`config.mk`:
```
export PLATFORM = sky130hd
export DESIGN_NAME = tbe_half_stage
export DESIGN_NICKNAME = d
export VERILOG_FILES = /design/src/rtl/core/tbe_pkg.sv /design/src/rtl/core/tbe_half_stage.sv
export SDC_FILE = /design/constraint.sdc
export NUM_CORES = 1
export LEC_CHECK = 0
export ABC_AREA = 1
export BUFFER_PORTS_ARGS = -buffer_cell sky130_fd_sc_hd__buf_4
export CAP_MARGIN = 0
export CORE_MARGIN = 1
export CORE_UTILIZATION = 50
export CTS_CLUSTER_SIZE = 30
export DETAILED_ROUTE_END_ITERATION = 10
export PLACE_DENSITY = 0.73
export REMOVE_ABC_BUFFERS = 1
export SETUP_SLACK_MARGIN = 0.1
export SLEW_MARGIN = 15
export SYNTH_ARGS = -nofsm -noshare
export SYNTH_HDL_FRONTEND = slang
export SYNTH_SLANG_ARGS = --single-unit
```
`constraint.sdc`:
```
create_clock -name clk -period 4.7 [get_ports clk]
set_clock_uncertainty 0.05 [all_clocks]
set_input_delay 0.94 -clock clk [delete_from_list [all_inputs] [get_ports clk]]
set_output_delay 0.94 -clock clk [all_outputs]
set_load 0.01 [all_outputs]
```
`src/rtl/core/tbe_pkg.sv`:
```
// tbe_pkg: shared types, constants and the round-sum function for the tea block encryptor
// used by tbe_half_stage and tea_block_encrypt; no dependencies
`timescale 1ns / 1ps

package tbe_pkg;

    localparam int unsigned ROUND_COUNT = 32;
    localparam int unsigned STAGE_COUNT = 2 * ROUND_COUNT;
    localparam int unsigned WORD_W      = 32;
    localparam int unsigned CFG_INDEX_W = 2;

    localparam logic [WORD_W-1:0] TEA_DELTA   = 32'h9e37_79b9;
    localparam int unsigned       SHIFT_LEFT  = 4;
    localparam int unsigned       SHIFT_RIGHT = 5;

    typedef logic [WORD_W-1:0] word_t;

    typedef struct packed {
        word_t left;
        word_t right;
    } block_t;

    typedef enum logic [CFG_INDEX_W-1:0] {
        KEY_WORD_0 = 2'd0,
        KEY_WORD_1 = 2'd1,
        KEY_WORD_2 = 2'd2,
        KEY_WORD_3 = 2'd3
    } cfg_index_t;

    // running sum after round r (counting from zero), wrapped to one word
    function automatic word_t round_sum(int unsigned r);
        logic [2*WORD_W-1:0] prod;
        prod = (2*WORD_W)'(TEA_DELTA) * (2*WORD_W)'(r + 1);
        return prod[WORD_W-1:0];
    endfunction

endpackage

```
`src/rtl/core/tbe_half_stage.sv`:
```
// tbe_half_stage: one registered half-round of tea with a valid/ready stage handshake
// depends on tbe_pkg
`timescale 1ns / 1ps

module tbe_half_stage (
    input  logic            clk,
    input  logic            rst_n,
    input  logic            in_valid,
    output logic            in_ready,
    input  tbe_pkg::block_t in_block,
    output logic            out_valid,
    input  logic            out_ready,
    output tbe_pkg::block_t out_block,
    input  tbe_pkg::word_t  sum,
    input  logic            update_right,
    input  tbe_pkg::word_t  key_a,
    input  tbe_pkg::word_t  key_b
);

    logic            valid_reg;
    logic            valid_next;
    tbe_pkg::block_t block_reg;
    tbe_pkg::block_t block_next;
    tbe_pkg::word_t  src;
    tbe_pkg::word_t  mix;
    logic            load;

    assign in_ready = !valid_reg || out_ready;
    assign load     = in_valid && in_ready;

    // mix of the half that does not change this step
    always_comb
    begin
        src = update_right ? in_block.left : in_block.right;
        mix = ((src << tbe_pkg::SHIFT_LEFT) + key_a)
            ^ (src + sum)
            ^ ((src >> tbe_pkg::SHIFT_RIGHT) + key_b);
        block_next = in_block;
        if (update_right)
        begin
            block_next.right = in_block.right + mix;
        end
        else
        begin
            block_next.left = in_block.left + mix;
        end
    end

    always_comb
    begin
        valid_next = valid_reg;
        if (in_ready)
        begin
            valid_next = in_valid;
        end
    end

    always_ff @(posedge clk or negedge rst_n)
    begin
        if (!rst_n)
        begin
            valid_reg <= 1'b0;
        end
        else
        begin
            valid_reg <= valid_next;
        end
    end

    always_ff @(posedge clk)
    begin
        if (load)
        begin
            block_reg <= block_next;
        end
    end

    assign out_valid = valid_reg;
    assign out_block = block_reg;

endmodule

```
==> impl_metrics.toml, run 1 <==
[run_status]
outcome = "did not finish"
lastStage = "5_1_grt"
firstError = "[ERROR GRT-0116] Global routing finished with congestion. Check the congestion regions in the DRC Viewer."

[synthesis]
synth_cell_type_count = 55
synth_edf_count = 64
synth_top_cells_by_area = "ha_1 (16%), edfxtp_1 (16%), nand2_1 (15%)"
synth-seq-cells = 65
synth_top_area_share_pct = 16.3
yosysSeqAreaShare_pct = 16.4
synthTopCellsByCount = "nand2_1 (473), a21oi_1 (188), inv_1 (176)"
yosysTopAreaCell = "ha_1"
async_flop_share_pct = 1.54
yosysMostFrequentCell = "nand2_1"
yosys_warnings = 0
synthCells = 1824
syn-cell-area_um2 = 11900
ys.flop_type = "edfxtp_1"
avgSynthCellArea_um2 = 6.51

[place]
place.gp.congestion = 0.991
portBuffers = 230
place_inst = 2914
dp_hpwl_um = 43000

[grt]
grt_pass1_wl_um = 126000
grt_max_degree = 51
first_global_vias = 21800
grt_util_all_layers_pct = 68.4
grt.overflow.total = 54

[floorplanning]
initial_core_util_pct = 50.7
rows = 56
io_pins = 231
die_w_um = 156
die-height_um = 156

[clock_tree]
cts-root-buf = "clkbuf_16"
ctsHtreeMaxLevel = 3
cts_buffer_depth = 2
cts.sinks = 65
cts_buffers = 9
holdBufCountCts = 0
==> through the flow <==
step | area, um2 | setup slack, ns
global placement | 18200 | -0.932
floorplan | 11800 | 0.0544
detailed placement | 18200 | -1.01
CTS | 21200 | 0.0239
==> cells by family after synthesis <==
| kind of cell | Yosys count | synth area share (%) |
|---|---|---|
| AO/OA/AOI/OAI | 446 | 21.0 |
| XOR/XNOR | 146 | 10.9 |
| adder cells (fa/ha/maj) | 160 | 17.2 |
| buffers and inverters | 203 | 6.49 |
| flip-flops | 65 | 16.4 |
| AND/OR/NAND/NOR | 804 | 28.0 |
==> what timing repair did <==
action	in CTS
resized for setup	427
setup buffers	73
pin swaps	142
cloned	4
setup endpoints to repair	47
==> layer usage <==
layer  GRT usage [%]  overflow
met1            68.4         1
met4            67.0        18
met5            13.3         0
met3            45.7         0
met2            92.0        35
==> inputs of run 2 (changes only) <==
CORE_UTILIZATION = 35   (was 50)
CTS_CLUSTER_SIZE = default   (was 30)
PLACE_DENSITY = default   (was 0.73)
PLACE_DENSITY_LB_ADDON = 0.15   (was default)
SETUP_SLACK_MARGIN = default   (was 0.1)
==> run 2 against run 1 <==
  * Area after synthesis unchanged
  * Synthesized cell count stayed put
  * The flow now finishes, with violations (setup timing)
==> impl_metrics.toml, run 2 <==
[pwr]
power_density_nw_per_um2 = 536
ir_worst_vdd_v = 0.000293
leakagePower_uw = 0.0108

[critical_path]
crit_type = "in2reg"
required_ns = 4.75
end_kind = "flop"
crit_fanout = 7
startpoint_type = "input pin"
arrival_ns = 4.90

[cells_and_area]
final_common_cell = "buf_4"
seqCellArea_um2 = 1950
fin_cells = 3161
final_cell_mix = "buf_4 (869), nand2_1 (358), inv_1 (161)"
nets = 3033
largest_reg_flops = 64
syn2layout_area_growth_pct = 91.5
final_core_util_pct = 68.0
drive_gt1_share_pct = 53.6
num_antenna_cells = 0
multi_input_area_um2 = 12400
nFillCells = 2734

[run_status]
violations = "setup timing"
outcome = "finished, violations left"

[route]
firstDrtPassIters = 5
vias_per_cell = 5.08
num_vias = 16000
routed.top_layer = "met4"
wl_per_cell_um = 17.0
drtIter0Drc = 963
ant_nets = 0
wl_met1_um = 23600
wl_met3_um = 2090
drc = 0
route.met2.wl_um = 26700
routed_wl_um = 53700

[floorplanning]
initial_core_util_pct = 35.5
design.core.area_um2 = 33400
die-height_um = 186
io_pins = 231
die_w_um = 186
die-area_um2 = 34700
rows = 67

[grt]
grt.overflow.total = 0
grt_pass1_wl_um = 78400
first_global_vias = 15400
antenna_found_initial = 0
grt_util_all_layers_pct = 29.5
grt_max_degree = 50

[synthesis]
synth_cell_type_count = 55
synth-seq-cells = 65
synth_top_cells_by_area = "ha_1 (16%), edfxtp_1 (16%), nand2_1 (15%)"
yosysMostFrequentCell = "nand2_1"
yosys_warnings = 0
synthTopCellsByCount = "nand2_1 (473), a21oi_1 (188), inv_1 (176)"
yosysTopAreaCell = "ha_1"
avgSynthCellArea_um2 = 6.51
syn-cell-area_um2 = 11900
async_flop_share_pct = 1.54
ys.flop_type = "edfxtp_1"
synthCells = 1824
synth_top_area_share_pct = 16.3
yosysSeqAreaShare_pct = 16.4
synth_edf_count = 64

[clock_tree]
cts_tree = "yes"
cts-root-buf = "clkbuf_16"
cts_buffer_depth = 2
clk_pin_slew_ns = 0.06
ctsHtreeMaxLevel = 3
cts_buffers = 9
cts.sinks = 65
clkLatencyLatePin_ns = 0.33
holdBufCountCts = 0

[place]
place.gp.congestion = 0.915
portBuffers = 230
place_inst = 3077
dp_hpwl_um = 42900

[timing]
relSlewSlack_pct = 58.3
drv_slew = 0
min_period_ns = 4.85
post-route-period-util_pct = 103
timing.fmax_ghz = 0.206
rsz0062_at_grt = "true"
setup_slack_ns = -0.152
finalHoldViolCount = 0
worst-slew-pin-transition_ns = 0.623
setup_viol = 10

[worst_hold_path]
hp-class = "in2async"

[flow_run]
maxCapViolCount = 0
run 2: cell counts after synthesis:
No cell type changed its count.
run 2: cells by family after synthesis:
kind of cell | count (synthesis) | share of synthesized area [%]
adder cells (fa/ha/maj) | 160 | 17.2
XOR/XNOR | 146 | 10.9
buffers and inverters | 203 | 6.49
AO/OA/AOI/OAI | 446 | 21.0
AND/OR/NAND/NOR | 804 | 28.0
flip-flops | 65 | 16.4
run 2: metrics by stage:
stage | setup TNS [ns] | power [uW] | cell area, um2 | setup WS (ns) | hold slack (ns)
6_report | -0.602 | 12200 | 22700 | -0.152 | 0.319
5_1_grt | -4.12 | 13000 | 22700 | -0.351 | 0.309
4_1_cts | -0.0751 | 10500 | 20900 | -0.0256 | 0.309
3_5_place_dp | -38.29 | 8850 | 18600 | -1.20 | 0.540
3_3_place_gp | -35.00 | 8750 | 18600 | -1.12 | 0.514
2_1_floorplan | 0 | 4880 | 11800 | 0.0544 | 0.559
run 2: path summary, 6_finish.rpt:
kind | cells after the start | endpoint | slack [ns] | startpoint
setup reg to reg | 2 | out_block[63] | 2.67 | out_valid
hold / removal | 1 | out_valid | 0.32 | rst_n
max in group asynchronous | 1 | out_valid | 4.20 | rst_n
hold reg to reg | 2 | out_valid | 0.55 | out_valid
min in group clk | 2 | out_valid | 0.55 | out_valid
setup / recovery | 28 | out_block[31] | -0.15 | update_right
run 2: critical path, stage by stage:
cell and delay (ns):
buf_12 0.15, buf_16 0.13, buf_4 0.13, nand2_1 0.06, o21ai_1 0.17, ha_1 0.34
a21oi_2 0.17, o21ai_0 0.13, a21oi_1 0.21, o21ai_2 0.08, a21oi_2 0.13, inv_1 0.09
nand2_1 0.07, nand2_1 0.08, xor2_2 0.19, buf_4 0.13, nand3_2 0.07, nand2_4 0.09
ha_1 0.33, nand2_1 0.08, buf_4 0.14, nor3_2 0.16, inv_1 0.07, o211ai_1 0.28
a21oi_4 0.08, nand3b_1 0.20, nand4_1 0.11, nand2_1 0.06
run 2: per-layer routing:
metal,GRT usage [%],up-vias
met3,1.29,71
met1,38.7,7563
met5,0,-
li1,-,7972
met2,52.7,440
met4,7.31,0
run 2: final cells by class:
| class | count | area share [%] |
|---|---|---|
| Sequential cell | 65 | 8.56 |
| Tap cell | 448 | 2.47 |
| Multi-Input combinational cell | 1556 | 54.5 |
| Clock buffer | 9 | 0.990 |
| Clock inverter | 7 | 0.209 |
| Inverter | 185 | 3.09 |
| Timing Repair Buffer | 891 | 30.1 |
run 2: timing repair:
action                                  4_1_cts  5_1_grt
setup buffers                                23       47
gates resized for setup                     361      349
cloned                                        2        0
endpoints found under the setup margin       43       44
pin swaps                                    99      135
run 2: where the power goes:
group          total, uW  leakage (uW)  internal, uW  switching [uW]
Sequential           907      0.000625           869            37.7
Clock                634      0.000131           356             278
Combinational      10600        0.0100          5260            5390
No activity file was read; power rests on OpenSTA's default activity.
==> inputs of run 3 (changes only) <==
clock period = 5.5 ns   (was 4.7 ns; I/O delays follow)
==> run 3 against run 2 <==
  * Largest power group unchanged
  * Wire length fell by 9.0%
  * Critical endpoint is now out_block[30]
  * Die area did not move
  * Worst hold slack improved by 0.15 ns
  * The run now ends clean
==> impl_metrics.toml, run 3 (same netlist as run 2, synthesis figures left out) <==
[clock_tree]
clk_pin_slew_ns = 0.06
clkLatencyLatePin_ns = 0.34
cts-root-buf = "clkbuf_16"
holdBufCountCts = 0
cts_tree = "yes"
cts_buffers = 9
cts.sinks = 65
cts_buffer_depth = 2
ctsHtreeMaxLevel = 3

[timing]
worst-slew-pin-transition_ns = 0.848
timing.fmax_ghz = 0.187
post-route-period-util_pct = 97.4
timing.hold.ws_ns = 0.472
finalHoldViolCount = 0
drv_slew = 0
setup_slack_ns = 0.143
setup_viol = 0
relSlewSlack_pct = 43.4
min_period_ns = 5.36

[critical_path]
crit_type = "in2reg"
r2r_start = "out_valid"
required_ns = 5.54
reg2reg_depth = 2
regToRegEndpoint = "out_block[31]"
cp_slowest_cell = "ha_1"
crit_fanout = 11
arrival_ns = 5.40
end_kind = "flop"
startpoint_type = "input pin"
r2r_setup_slack_ns = 3.79
slowest_delay_ns = 0.34

[cells_and_area]
fin_cells = 2944
nets = 2816
nFillCells = 3384
final_common_cell = "buf_4"
final_cell_mix = "buf_4 (671), nand2_1 (460), inv_1 (176)"
largest_reg_flops = 64
syn2layout_area_growth_pct = 53.3
num_antenna_cells = 0
drive_gt1_share_pct = 32.7

[floorplanning]
initial_core_util_pct = 35.5
die-area_um2 = 34700
rows = 67
die-height_um = 186
die_w_um = 186
design.core.area_um2 = 33400
io_pins = 231

[route]
drtIter0Drc = 999
firstDrtPassIters = 5
vias_per_cell = 5.03
num_vias = 14800
wl_met1_um = 22300
wl_per_cell_um = 16.6
routed.top_layer = "met4"
drc = 0
wl_met3_um = 2430
route.met2.wl_um = 22900
routed_wl_um = 48900
ant_nets = 0

[place]
dp_slack_ns = -0.551
dp_hpwl_um = 42800
place_inst = 2927
portBuffers = 230
place.gp.congestion = 0.934

[pwr]
ir_worst_vdd_v = 0.000210
leakagePower_uw = 0.00933
power_density_nw_per_um2 = 446

[grt]
first_global_vias = 14400
grt_util_all_layers_pct = 28.1
antenna_found_initial = 0
grt.overflow.total = 0
grt_pass1_wl_um = 73700
grt_max_degree = 65

[run_status]
outcome = "finished, final reports clean"

[flow_run]
maxCapViolCount = 0

[worst_hold_path]
hp-class = "in2async"
-- run 3: changes by cell type in the layout (fill, tap and decap cells not counted), moves of 29 or more --
cell,delta
ha_1,+87
nor2_1,+39
a21oi_2,-53
nand2_2,-71
nand2_1,+102
a21oi_1,+73
o21ai_0,+71
nand2_4,-31
o21ai_1,-44
buf_4,-198
nor2_2,-29
ha_4,-85
-- run 3: worst max path at each step --
stage / endpoint / slack [ns] / from / cells after the start
finish: out_block[30] / 0.14 / update_right / 28
detailed placement: out_block[63] / -0.55 / update_right / 25
global route: out_block[63] / -0.05 / update_right / 31
global placement: out_block[63] / -0.55 / update_right / 25
CTS: out_block[61] / 0.004 / update_right / 29
floorplan: out_block[0] / 0.69 / in_valid / 2
-- run 3: cell type report --
cell class / count / area (um2) / share of cell area, %
well taps: 448 / 561 / 3.08
clock buffers: 9 / 225 / 1.24
inverters: 185 / 699 / 3.84
flip-flops and latches: 65 / 1950 / 10.7
multi-input cells: 1556 / 9580 / 52.7
repair buffers: 674 / 5080 / 27.9
clock inverters: 7 / 103 / 0.564
-- run 3: through the flow --
step	cell area, um2	total power (uW)	setup TNS (ns)	util, %
floorplan	11800	4170	0	-
global placement	17400	7130	-8.57	52.1
detailed placement	17400	7180	-8.50	52.1
CTS	17800	7870	0	53.2
global route	18200	8820	-0.151	54.4
finish	18200	8120	0	54.4
-- run 3: what timing repair did --
| action | in CTS | in global routing |
|---|---|---|
| setup buffers | 0 | 1 |
| pin swaps | 0 | 13 |
| gates resized for setup | 5 | 96 |
| setup endpoints to repair | 9 | 29 |
-- run 3: critical path, delay by kind of cell --
family	cells	cell delay, ns
simple gates	10	1.28
buf+inv	9	1.23
fa+ha+maj	2	0.62
xor+xnor	3	0.58
compound gates	4	0.57
-- run 3: per-layer routing --
| layer | vias to the layer above | GRT usage, % |
|---|---|---|
| met1 | 6782 | 37.7 |
| met4 | 0 | 8.23 |
| li1 | 7556 | - |
| met3 | 60 | 1.89 |
| met5 | - | 0 |
| met2 | 406 | 48.2 |
-- run 3: power breakdown --
group,total [uW],internal [uW],switching [uW]
Sequential,778,743,34.5
Combinational,6700,3120,3580
Clock,646,401,245
Total,8120,4260,3860
